### config.mk
export PLATFORM = sky130hd
export DESIGN_NAME = multichannel_pwm_frame_generator_core
export DESIGN_NICKNAME = d
export VERILOG_FILES = /design/src/design/mpfg_pkg.sv /design/src/design/multichannel_pwm_frame_generator_core.sv /design/src/design/mpfg_div.sv /design/src/design/mpfg_ctrl.sv /design/src/design/mpfg_datapath.sv
export SDC_FILE = /design/constraint.sdc
export NUM_CORES = 2
export LEC_CHECK = 0
export ABC_AREA = 1
export BUFFER_PORTS_ARGS = -buffer_cell sky130_fd_sc_hd__buf_4
export CAP_MARGIN = 10
export CORE_UTILIZATION = 25
export CTS_BUF_LIST = sky130_fd_sc_hd__clkbuf_16
export DETAILED_ROUTE_END_ITERATION = 8
export HOLD_SLACK_MARGIN = 0.1
export MAX_ROUTING_LAYER = met4
export PLACE_DENSITY_LB_ADDON = 0.05
export SLEW_MARGIN = 20
export SYNTH_ARGS = -nofsm -noshare
export SYNTH_HDL_FRONTEND = slang
export SYNTH_SLANG_ARGS = --single-unit
### constraint.sdc
create_clock -name clk_i -period 9.7 [get_ports clk_i]
set_input_delay 0.485 -clock clk_i [delete_from_list [all_inputs] [get_ports clk_i]]
set_output_delay 0.485 -clock clk_i [all_outputs]
set_load 0.01 [all_outputs]
### src/design/mpfg_pkg.sv
package mpfg_pkg;

  localparam int CHANNEL_COUNT = 32;
  localparam int USER_BASE     = 24;
  localparam int CH_IDX_W      = (CHANNEL_COUNT > 1) ? $clog2(CHANNEL_COUNT) : 1;

  localparam int FRAME_W  = 32;
  localparam int DUTY_W   = 8;
  localparam int RES_W    = 4;
  localparam int DIV_W    = 16;
  localparam int DIV_CNT_W = $clog2(DIV_W);

  localparam logic [RES_W-1:0] RES_RESET = 4'd8;
  localparam logic [RES_W-1:0] RES_MIN   = 4'd1;
  localparam logic [RES_W-1:0] RES_MAX   = 4'd8;

  localparam logic [DUTY_W-1:0] DUTY_FULL  = 8'd255;
  localparam logic [DUTY_W-1:0] ROUND_HALF = 8'd127;

  // Opcodes of the request channel.
  localparam logic [2:0] OP_TICK    = 3'd0;
  localparam logic [2:0] OP_STATIC  = 3'd1;
  localparam logic [2:0] OP_PWM     = 3'd2;
  localparam logic [2:0] OP_DISABLE = 3'd3;
  localparam logic [2:0] OP_USER    = 3'd4;
  localparam logic [2:0] OP_READ    = 3'd5;
  localparam logic [2:0] OP_CLEAR   = 3'd6;

  typedef enum logic [1:0] {
    ST_IDLE,
    ST_DIV_START,
    ST_DIV_WAIT,
    ST_APPLY
  } ctrl_state_e;

  typedef struct packed {
    logic latch_item;
    logic div_start;
    logic apply;
  } ctrl_cmd_t;

  typedef struct packed {
    logic div_busy;
    logic out_free;
  } ctrl_status_t;

endpackage

### src/design/multichannel_pwm_frame_generator_core.sv
// Flow: a tick, set, PWM set, disable, user write or clear request is latched in ST_IDLE and
// committed to the output register in ST_APPLY; a duty readback passes ST_DIV_START and
// ST_DIV_WAIT in between, where the 16-step serial divider runs. ST_APPLY waits for a free output.
// A new request is taken only in ST_IDLE, once the previous one has been committed.
// Reset (rst_ni low, asynchronous): all channels static low, duties and phase zero,
// frame zero, resolution 8 bits, no result pending.
module multichannel_pwm_frame_generator_core import mpfg_pkg::*; (
  input  logic               clk_i,
  input  logic               rst_ni,
  // Request channel.
  input  logic               in_valid_i,
  output logic               in_ready_o,
  input  logic [2:0]         opcode_i,
  input  logic [5:0]         channel_i,
  input  logic               level_i,
  input  logic [7:0]         duty_in_i,
  input  logic [7:0]         user_value_i,
  input  logic [7:0]         user_select_i,
  // Result channel.
  output logic               out_valid_o,
  input  logic               out_ready_i,
  output logic [31:0]        frame_bits_o,
  output logic               frame_send_o,
  output logic [7:0]         duty_readback_o,
  output logic [7:0]         user_bits_o,
  // Configuration port.
  input  logic               psel,
  input  logic               penable,
  input  logic               pwrite,
  input  logic [2:0]         paddr,
  input  logic [31:0]        pwdata,
  output logic [31:0]        prdata,
  output logic               pready
);

  // The controller walks each request through latch, optional divide and
  // commit; the datapath holds all channel state and the output register.
  // Since the output register is separate, a new request is taken while the
  // previous result still waits on the result channel.

  ctrl_cmd_t    cmd;
  ctrl_status_t status;
  logic         cfg_we;
  logic [RES_W-1:0] res;

  // The only register is the resolution at byte addresses 0 to 3 (paddr[2] low). Writes to the
  // upper word are dropped and read back as zero.
  assign pready = 1'b1;
  assign cfg_we = psel && penable && pwrite && !paddr[2];
  assign prdata = paddr[2] ? 32'd0 : {28'd0, res};

  mpfg_ctrl u_ctrl (
    .clk_i      (clk_i),
    .rst_ni     (rst_ni),
    .in_valid_i (in_valid_i),
    .opcode_i   (opcode_i),
    .in_ready_o (in_ready_o),
    .status_i   (status),
    .cmd_o      (cmd)
  );

  mpfg_datapath u_datapath (
    .clk_i           (clk_i),
    .rst_ni          (rst_ni),
    .cmd_i           (cmd),
    .status_o        (status),
    .opcode_i        (opcode_i),
    .channel_i       (channel_i),
    .level_i         (level_i),
    .duty_in_i       (duty_in_i),
    .user_value_i    (user_value_i),
    .user_select_i   (user_select_i),
    .cfg_we_i        (cfg_we),
    .cfg_res_i       (pwdata[RES_W-1:0]),
    .res_o           (res),
    .out_valid_o     (out_valid_o),
    .out_ready_i     (out_ready_i),
    .frame_bits_o    (frame_bits_o),
    .frame_send_o    (frame_send_o),
    .duty_readback_o (duty_readback_o),
    .user_bits_o     (user_bits_o)
  );

endmodule

### src/design/mpfg_div.sv
module mpfg_div import mpfg_pkg::*; (
  input  logic              clk_i,
  input  logic              rst_ni,
  input  logic              start_i,
  input  logic [DIV_W-1:0]  dividend_i,
  input  logic [DUTY_W-1:0] divisor_i,
  output logic              busy_o,
  output logic [DIV_W-1:0]  quotient_o
);

  // Restoring divider, one quotient bit per cycle.
  logic                 busy_q, busy_d;
  logic [DIV_CNT_W-1:0] cnt_q, cnt_d;
  logic [DUTY_W-1:0]    rem_q, rem_d;
  logic [DIV_W-1:0]     quot_q, quot_d;
  logic [DUTY_W:0]      trial;

  always_comb begin
    busy_d = busy_q;
    cnt_d  = cnt_q;
    rem_d  = rem_q;
    quot_d = quot_q;
    trial  = {rem_q, quot_q[DIV_W-1]};
    if (start_i) begin
      busy_d = 1'b1;
      cnt_d  = '0;
      rem_d  = '0;
      quot_d = dividend_i;
    end else if (busy_q) begin
      if (trial >= {1'b0, divisor_i}) begin
        rem_d  = DUTY_W'(trial - {1'b0, divisor_i});
        quot_d = {quot_q[DIV_W-2:0], 1'b1};
      end else begin
        rem_d  = trial[DUTY_W-1:0];
        quot_d = {quot_q[DIV_W-2:0], 1'b0};
      end
      cnt_d = cnt_q + 1'b1;
      if (cnt_q == DIV_CNT_W'(DIV_W - 1)) begin
        busy_d = 1'b0;
      end
    end
  end

  always_ff @(posedge clk_i or negedge rst_ni) begin
    if (!rst_ni) begin
      busy_q <= 1'b0;
      cnt_q  <= '0;
    end else begin
      busy_q <= busy_d;
      cnt_q  <= cnt_d;
    end
  end

  always_ff @(posedge clk_i) begin
    rem_q  <= rem_d;
    quot_q <= quot_d;
  end

  assign busy_o     = busy_q;
  assign quotient_o = quot_q;

endmodule

### src/design/mpfg_ctrl.sv
module mpfg_ctrl import mpfg_pkg::*; (
  input  logic         clk_i,
  input  logic         rst_ni,
  input  logic         in_valid_i,
  input  logic [2:0]   opcode_i,
  output logic         in_ready_o,
  input  ctrl_status_t status_i,
  output ctrl_cmd_t    cmd_o
);

  ctrl_state_e state_q, state_d;

  always_ff @(posedge clk_i or negedge rst_ni) begin
    if (!rst_ni) begin
      state_q <= ST_IDLE;
    end else begin
      state_q <= state_d;
    end
  end

  always_comb begin
    state_d    = state_q;
    cmd_o      = '0;
    in_ready_o = 1'b0;
    case (state_q)
      ST_IDLE: begin
        in_ready_o = 1'b1;
        if (in_valid_i) begin
          cmd_o.latch_item = 1'b1;
          if (opcode_i == OP_READ) begin
            state_d = ST_DIV_START;
          end else begin
            state_d = ST_APPLY;
          end
        end
      end
      ST_DIV_START: begin
        cmd_o.div_start = 1'b1;
        state_d         = ST_DIV_WAIT;
      end
      ST_DIV_WAIT: begin
        if (!status_i.div_busy) begin
          state_d = ST_APPLY;
        end
      end
      ST_APPLY: begin
        if (status_i.out_free) begin
          cmd_o.apply = 1'b1;
          state_d     = ST_IDLE;
        end
      end
      default: begin
        state_d = ST_IDLE;
      end
    endcase
  end

endmodule

### src/design/mpfg_datapath.sv
module mpfg_datapath import mpfg_pkg::*; (
  input  logic               clk_i,
  input  logic               rst_ni,
  input  ctrl_cmd_t          cmd_i,
  output ctrl_status_t       status_o,
  input  logic [2:0]         opcode_i,
  input  logic [5:0]         channel_i,
  input  logic               level_i,
  input  logic [DUTY_W-1:0]  duty_in_i,
  input  logic [7:0]         user_value_i,
  input  logic [7:0]         user_select_i,
  input  logic               cfg_we_i,
  input  logic [RES_W-1:0]   cfg_res_i,
  output logic [RES_W-1:0]   res_o,
  output logic               out_valid_o,
  input  logic               out_ready_i,
  output logic [FRAME_W-1:0] frame_bits_o,
  output logic               frame_send_o,
  output logic [DUTY_W-1:0]  duty_readback_o,
  output logic [7:0]         user_bits_o
);

  // Latched request.
  logic [2:0]        op_q;
  logic [5:0]        ch_q;
  logic              level_q;
  logic [DUTY_W-1:0] duty_in_q;
  logic [7:0]        uval_q, usel_q;

  logic [RES_W-1:0] res_q;

  logic [CHANNEL_COUNT-1:0] static_q, static_d;
  logic [CHANNEL_COUNT-1:0] pwm_q, pwm_d;
  logic [DUTY_W-1:0]        duty_q [CHANNEL_COUNT];
  logic [DUTY_W-1:0]        duty_d [CHANNEL_COUNT];
  logic [DUTY_W-1:0]        phase_q, phase_d;
  logic [FRAME_W-1:0]       frame_q, frame_d;
  logic                     send_d;
  logic [DUTY_W-1:0]        rb_d;
  logic                     compose_en, clear_en;

  logic                     out_valid_q;
  logic [FRAME_W-1:0]       out_frame_q;
  logic                     out_send_q;
  logic [DUTY_W-1:0]        out_rb_q;

  logic [RES_W-1:0]    eff_bits;
  logic [DUTY_W-1:0]   max_step;
  logic                ch_valid;
  logic [CH_IDX_W-1:0] idx;
  logic [DUTY_W-1:0]   duty_sel;
  logic [DIV_W-1:0]    dividend;
  logic [DUTY_W-1:0]   divisor;
  logic                div_busy;
  logic [DIV_W-1:0]    quotient;
  logic [DIV_W-1:0]    scale_num;
  logic [DIV_W-1:0]    scale_quo;
  logic [DUTY_W-1:0]   scaled;
  logic [DUTY_W:0]     phase_inc;
  logic [FRAME_W-1:0]  composed;

  // Out-of-range resolutions clamp to the nearest legal value.
  always_comb begin
    if (res_q < RES_MIN) begin
      eff_bits = RES_MIN;
    end else if (res_q > RES_MAX) begin
      eff_bits = RES_MAX;
    end else begin
      eff_bits = res_q;
    end
  end

  assign max_step = DUTY_FULL >> (RES_MAX - eff_bits);
  assign ch_valid = {1'b0, ch_q} < 7'(CHANNEL_COUNT);
  assign idx      = ch_q[CH_IDX_W-1:0];
  assign duty_sel = ch_valid ? duty_q[idx] : '0;

  // The serial divider serves readback only, dividing by the max step with rounding.
  assign dividend = DIV_W'({duty_sel, 8'h00} - {8'h00, duty_sel})
                  + DIV_W'(max_step[DUTY_W-1:1]);
  assign divisor  = max_step;

  mpfg_div u_div (
    .clk_i      (clk_i),
    .rst_ni     (rst_ni),
    .start_i    (cmd_i.div_start),
    .dividend_i (dividend),
    .divisor_i  (divisor),
    .busy_o     (div_busy),
    .quotient_o (quotient)
  );

  // Duty scaling divides by the constant 255 through a reciprocal: for a
  // numerator of at most 65534, n / 255 equals (n + (n >> 8) + 1) >> 8.
  assign scale_num = ({8'h00, duty_in_q} * {8'h00, max_step}) + DIV_W'(ROUND_HALF);
  assign scale_quo = (scale_num + (scale_num >> 8) + DIV_W'(1)) >> 8;
  assign scaled    = (scale_quo > DIV_W'(max_step)) ? max_step : scale_quo[DUTY_W-1:0];
  assign phase_inc = {1'b0, phase_q} + 1'b1;

  always_comb begin
    static_d   = static_q;
    pwm_d      = pwm_q;
    duty_d     = duty_q;
    phase_d    = phase_q;
    send_d     = 1'b0;
    rb_d       = '0;
    compose_en = 1'b0;
    clear_en   = 1'b0;
    case (op_q)
      OP_TICK: begin
        phase_d    = (phase_inc > {1'b0, max_step}) ? '0 : phase_inc[DUTY_W-1:0];
        compose_en = 1'b1;
        send_d     = 1'b1;
      end
      OP_STATIC: begin
        if (ch_valid) begin
          pwm_d[idx]    = 1'b0;
          static_d[idx] = level_q;
          duty_d[idx]   = level_q ? max_step : '0;
          compose_en    = 1'b1;
        end
      end
      OP_PWM: begin
        if (ch_valid) begin
          if (scaled == '0) begin
            pwm_d[idx]    = 1'b0;
            static_d[idx] = 1'b0;
            duty_d[idx]   = '0;
          end else if (scaled == max_step) begin
            pwm_d[idx]    = 1'b0;
            static_d[idx] = 1'b1;
            duty_d[idx]   = max_step;
          end else begin
            pwm_d[idx]    = 1'b1;
            static_d[idx] = 1'b0;
            duty_d[idx]   = scaled;
          end
        end
      end
      OP_DISABLE: begin
        if (ch_valid) begin
          pwm_d[idx]    = 1'b0;
          static_d[idx] = 1'b0;
          duty_d[idx]   = '0;
        end
      end
      OP_USER: begin
        for (int i = 0; i < 8; i++) begin
          if ((USER_BASE + i < CHANNEL_COUNT) && usel_q[i]) begin
            pwm_d[USER_BASE+i]    = 1'b0;
            static_d[USER_BASE+i] = uval_q[i];
            duty_d[USER_BASE+i]   = uval_q[i] ? max_step : '0;
          end
        end
      end
      OP_READ: begin
        if (ch_valid) begin
          if (!pwm_q[idx]) begin
            rb_d = static_q[idx] ? DUTY_FULL : '0;
          end else if (quotient > DIV_W'(DUTY_FULL)) begin
            rb_d = DUTY_FULL;
          end else begin
            rb_d = quotient[DUTY_W-1:0];
          end
        end
      end
      OP_CLEAR: begin
        static_d = '0;
        pwm_d    = '0;
        for (int i = 0; i < CHANNEL_COUNT; i++) begin
          duty_d[i] = '0;
        end
        phase_d  = '0;
        clear_en = 1'b1;
        send_d   = 1'b1;
      end
      default: begin
      end
    endcase
  end

  // A PWM channel is high while its duty is above the phase.
  always_comb begin
    composed = '0;
    for (int i = 0; i < CHANNEL_COUNT; i++) begin
      composed[i] = pwm_d[i] ? (duty_d[i] > phase_d) : static_d[i];
    end
    if (compose_en) begin
      frame_d = composed;
    end else if (clear_en) begin
      frame_d = '0;
    end else begin
      frame_d = frame_q;
    end
  end

  always_ff @(posedge clk_i) begin
    if (cmd_i.latch_item) begin
      op_q      <= opcode_i;
      ch_q      <= channel_i;
      level_q   <= level_i;
      duty_in_q <= duty_in_i;
      uval_q    <= user_value_i;
      usel_q    <= user_select_i;
    end
    if (cmd_i.apply) begin
      out_frame_q <= frame_d;
      out_send_q  <= send_d;
      out_rb_q    <= rb_d;
    end
  end

  always_ff @(posedge clk_i or negedge rst_ni) begin
    if (!rst_ni) begin
      res_q       <= RES_RESET;
      static_q    <= '0;
      pwm_q       <= '0;
      for (int i = 0; i < CHANNEL_COUNT; i++) begin
        duty_q[i] <= '0;
      end
      phase_q     <= '0;
      frame_q     <= '0;
      out_valid_q <= 1'b0;
    end else begin
      if (cfg_we_i) begin
        res_q <= cfg_res_i;
      end
      if (cmd_i.apply) begin
        static_q    <= static_d;
        pwm_q       <= pwm_d;
        duty_q      <= duty_d;
        phase_q     <= phase_d;
        frame_q     <= frame_d;
        out_valid_q <= 1'b1;
      end else if (out_ready_i) begin
        out_valid_q <= 1'b0;
      end
    end
  end

  assign status_o.div_busy = div_busy;
  assign status_o.out_free = !out_valid_q || out_ready_i;

  assign res_o           = res_q;
  assign out_valid_o     = out_valid_q;
  assign frame_bits_o    = out_frame_q;
  assign frame_send_o    = out_send_q;
  assign duty_readback_o = out_rb_q;
  assign user_bits_o     = out_frame_q[USER_BASE +: 8];

endmodule
# Yosys cells after proc, flatten, opt, wreduce, memory -nomap -nowiden
# Cells that the tools add are included.
# totals
register_bits,471
input_bits,76
output_inout_bits,84
elab_cells,284
# op_classes
addsub,9
n_mul,1
order_cmp,43
n_eq_ne,15
shifts,1
n_mux,138
n_bitwise,8
reduce_logical,17
# op_table
op,count
256-bit two-way mux,5
256-bit bitwise mux,3
192-bit case mux with 4 select lines,1
32-bit two-way mux,11
64-bit case mux with 5 select lines,1
8-bit greater-than comparator,33
256-bit bitwise AND,1
256-bit inverter,1
8-bit two-way mux,27
24-bit case mux with 4 select lines,1
24-bit case mux with 3 select lines,1
1-bit two-way mux,66
32-bit bitwise AND,2
32-bit OR,2
8-bit binary-select mux with 5-bit select,1
8-bit demux with 5-bit select,1
8-bit case mux with 5 select lines,1
32-bit bitwise mux,1
16-bit two-way mux,2
32-bit inverter,1
8-bit case mux with 4 select lines,1
4-bit two-way mux,5
16-bit by 1-bit adder with 16-bit output (second input constant),1
16-bit by 7-bit adder with 16-bit output,1
other kinds (44),62

# Longest topological paths before layout
# logic_depth
word_depth,19
ltp_mapped,70
depth_no_buf,69

# Cells and area by module
# Synthesis repeated with hierarchy kept, for this count alone.
# unflattened
hier_cells,7431
area_unflattened_um2,48624.1
# by_module_without_submodules
mod,n_inst,cells_each,area_each_um2,seq_area_each_um2
mpfg_datapath,1,7132,46394.5,11387.2
mpfg_div,1,223,1745.4,765.7
multichannel_pwm_frame_generator_core,1,43,275.3,0.0
mpfg_ctrl,1,33,209.0,50.0

# Worst setup path before layout
# No wires, ideal clock.
# synth_timing
path_kind,register to register
startpoint,"register u_datapath.res_q[3], in the netlist u_datapath.res_o[3]"
endpoint,"register u_datapath.out_frame_q[4], in the netlist u_datapath.frame_bits_o[4] (data pin)"
setup_time_ps,259
arrival_ps,9671
required_time_ps,9441
path_slack_ps,-229
path_stages_with_launch,58
path_buffers,6
synth_period_minus_slack_ps,9929
cell_sequence,dfstp_2 inv_1 o21ai_0 ha_1 clkbuf_1 clkinv_1 nor2_1 clkinv_1 clkbuf_1 nor2_1 fa_1 fa_1 fa_1 fa_1 ha_1 nand2_1 nor2_1 nand3_1 [... 22 more ...] nand3_2 nor2_4 buf_6 buf_6 buf_2 o21ai_0 nand4_1 a22oi_2 ha_1 inv_1 nor2_1 nor2_1 o21ai_0 nor3b_1 o32ai_1 nand3_1 nand3_1 nand2_1
# synth_rtl
element,line,text
start: declaration,mpfg_datapath.sv:30,logic [RES_W-1:0] res_q;
start signal: assignment,mpfg_datapath.sv:226,res_q <= cfg_res_i;
end signal: assignment,mpfg_datapath.sv:207,out_frame_q <= frame_d;
end: declaration,mpfg_datapath.sv:43,logic [FRAME_W-1:0] out_frame_q;

==> results.tsv <==
stage	metric	value	unit
layout	Final Util	32.16	%
sta	Final Max Tran Viols	0	
critical_path	critical path startpoint category	flop	
clocking	clk slew on worst S/H paths	50	ps
sta	Relative slew margins	21.60	%
detailed_routing	Post-Route WL	292700	um
logic_synthesis	Yosys top cell area share	19.24	%
clocking	clock buffer count from CTS	74	
placement	I/O Buffers	100	
placement	Worst Setup Slack post-DPL	-1037	ps
sta	clk_skew	45.78	ps
logic_synthesis	Yosys Warn Count	0	
clocking	TritonCTS clock tree	yes	
logic_synthesis	Synth Register Bits	471	
sta	fin crit period	9955	ps
sta	Final WS setup	-254.7	ps
placement	cell count after placement	10070	
clocking	Worst-Skew Late Latency	720	ps
placement	HPWL after detailed placement	191500	um
placement	Final GP Congestion	0.9150	
detailed_routing	remaining antenna violation count	0	
global_routing	first-pass GRT wire length	409800	um
floorplan	top-level I/O count	160	
logic_synthesis	leading area contributor after synthesis	dfrtp_1	
critical_path	CP arrival	10400	ps
layout	final net count	8260	
sta	unrepaired setup endpoints after global routing	true	
floorplan	Die X-Extent	441.4	um
floorplan	initial core utilization	25.27	%
floorplan	Rows	160	
sta	Final Cycle Share	102.6	%
detailed_routing	Vias	58220	
global_routing	All-Layer GR Usage	29.96	%
critical_path	crit path kind	flop to flop	
floorplan	Die Y	441.4	um
critical_path	crit path max fanout	7	
floorplan	Die ar.	194800	um^2
logic_synthesis	largest cells by area after synthesis	dfrtp_1 (19%), nand2_1 (13%), ha_1 (8.7%)	
logic_synthesis	async set-or-reset flop fraction in the synthesized netlist	78.98	%
global_routing	Overflow after GRT	0	
layout	Final Non-Filler Cells	10390	
min_path	HP Class	primary input to flop	
logic_synthesis	area of the mapped netlist	48270	um^2
detailed_routing	residual DRC count	0	
detailed_routing	drt pass-1 iters	6	
critical_path	CP max stage cell	dfstp_2	
logic_synthesis	Mapped Cells	7354	
critical_path	Critical Path Sink Type	flop	
global_routing	met2 usage	44.87	%
detailed_routing	Starting DRT DRC Count	6378	
floorplan	CORE AREA	191000	um^2
critical_path	Worst setup startpoint	u_datapath.res_o[3]	
layout	layout cells sized above 1	18.14	%
detailed_routing	Via density	5.605	
status	outcome	finished with violations	
sta	FMAX	100.5	MHz
critical_path	most used cell along the critical path	nand2_1	
global_routing	largest net degree at the start of global routing	183	
critical_path	origin of the critical flop-to-flop path	u_datapath.res_o[3]	
logic_synthesis	number of flops mapped to enable cells by yosys	91	
clocking	H-tree levels	3	
global_routing	M1 GR Usage	40.61	%
logic_synthesis	Top FF cell, synth	dfrtp_1	
layout	fillers	20790	
sta	Setup Viol. Count Final	59	
critical_path	Worst Path Required	10140	ps
flow_run	Max-Cap Viols	0	
min_path	hold wc startpoint	pwdata[3]	
status	failing checks	setup timing	
detailed_routing	WL per Instance	28.18	um
sta	Tightest Pin Transition	1176	ps
clocking	clk buf depth	3	
global_routing	met3 Use GR	3.997	%
sta	Fin. Hold Viols	0	
logic_synthesis	Yosys cell types	65	
critical_path	CP peak stage delay	550	ps
logic_synthesis	Avg Synthesized Cell Area	6.563	um^2
global_routing	initial antenna violation count	20	
global_routing	global route hottest layer	met2	
clocking	Clock Tree Root	clkbuf_16	
logic_synthesis	sequential fraction of the synthesis area	25.28	%
clocking	clk sinks	471	
layout	Synth-to-Final Area Change	27.26	%
global_routing	vias in the first global route	53480	
[area by class of cell]
| cell class | count | area, um^2 | area share [%] |
|---|---|---|---|
| inverters | 661 | 2529 | 4.117 |
| diodes | 15 | 37.54 | 0.06111 |
| multi-input cells | 5707 | 33480 | 54.50 |
| repair buffers | 889 | 7806 | 12.71 |
| well taps | 2511 | 3142 | 5.115 |
| clock inverters | 58 | 350.3 | 0.5704 |
| clock buffers | 75 | 1877 | 3.056 |
| flip-flops and latches | 471 | 12200 | 19.87 |
[critical path, delay by kind of cell, from the launching register on]
family | cells | cell delay, ps
adder cells (fa/ha/maj) | 9 | 3270
buffers and inverters | 17 | 1880
AO/OA/AOI/OAI | 10 | 1210
AND/OR/NAND/NOR | 27 | 2570
flip-flops | 1 | 550
XOR/XNOR | 1 | 220
[cell usage in the layout, fill, tap and decap left out, types with 58 or more instances in the layout]
cell and n:
buf_4 749, ha_1 298, clkbuf_16 78, buf_12 58, o21ai_0 686, o22ai_1 287, a22oi_2 64, a22oi_1 127
o211ai_1 130, nand2_1 1575, dfrtp_1 371, edfxtp_1 91, nand4_1 123, a21oi_1 757, inv_1 625, nand3_1 277
nor2_1 523, nand2_2 58, o21ai_1 91
[logic make-up (layout without fill, tap and decap cells)]
| logic type | Yosys count | count (layout) | share of synthesized area, % |
|---|---|---|---|
| XOR/XNOR | 25 | 25 | 0.4537 |
| buffers and inverters | 1206 | 1683 | 9.765 |
| AND/OR/NAND/NOR | 2779 | 2779 | 23.60 |
| flip-flops | 471 | 471 | 25.28 |
| AO/OA/AOI/OAI | 2491 | 2491 | 30.34 |
| other | 2 | 47 | 0.01556 |
| adder cells (fa/ha/maj) | 380 | 380 | 10.54 |
[path summary, 6_finish.rpt]
kind,slack (ps),endpoint,depth (start not counted)
max,-250,u_datapath.frame_bits_o[14],64
min,150,u_datapath.res_o[3],3
max reg2reg,-250,u_datapath.frame_bits_o[14],64
min reg2reg,470,u_datapath.frame_q[19],2
max in group asynchronous,7110,u_datapath.pwm_q[27],4
min in group asynchronous,450,u_datapath.frame_q[4],2
[through the flow]
step / setup TNS, ps / cell area, um^2 / hold slack [ps]
floorplan: 0 / 48390 / 189.4
global placement: -66680 / 55480 / 461.8
detailed placement: -70560 / 55480 / 466.3
CTS: -4635 / 59520 / 116.5
global route: -43200 / 61410 / 197.9
finish: -7801 / 61420 / 145.4
[synthesized netlist by cell type, types with 6 or more instances]
master     count
a211oi_1      29
a21boi_0      19
a21oi_1      805
a221oi_1      32
a22oi_1      153
a22oi_2       38
a311oi_1      10
a31oi_1       48
a32oi_1       16
buf_1         80
buf_2         23
buf_4         38
clkbuf_1     402
clkinv_1      24
dfrtp_1      371
dfxtp_1        8
edfxtp_1      91
fa_1          44
ha_1         336
inv_1        631
inv_2          6
nand2_1     1636
nand2_2        8
nand3_1      330
nand3b_1       6
nand4_1      123
nor2_1       584
nor2_2         7
nor3_1        43
nor4_1         9
o2111ai_1     12
o211ai_1     130
o21a_1        19
o21ai_0      777
o21ai_1       25
o221ai_1      53
o22ai_1      291
o32ai_1        7
or2_2         21
xnor2_1        9
xor2_1        16
[routing by layer]
metal | share of wire [%] | up-vias
li1 | - | 26600
met1 | 45 | 28560
met2 | 44 | 2562
met3 | 7.0 | 497
met5 | 0 | -
met4 | 4.3 | 0
[timing repair]
item / 4_1_cts / 5_1_grt
hold buffers: 38 / 0
cloned: 2 / 3
hold endpoints to repair: 119 / 0
setup endpoints to repair: 138 / 155
buffers inserted: 64 / 73
gates resized for setup: 244 / 335
pin swaps: 108 / 241
[sequential cells by signal, summed over array words and instances, names as in the netlist, 16 cells and up]
| signal | flops |
|---|---|
| u_datapath.u_div.quotient_o | 16 |
| u_datapath.pwm_q | 32 |
| u_datapath.frame_bits_o | 32 |
| u_datapath.frame_q | 32 |
| u_datapath.static_q | 32 |
| u_datapath.duty_q | 256 |
Power is not shown: default switching activity piles up to over one toggle a cycle in this logic, so the estimate is an artifact.
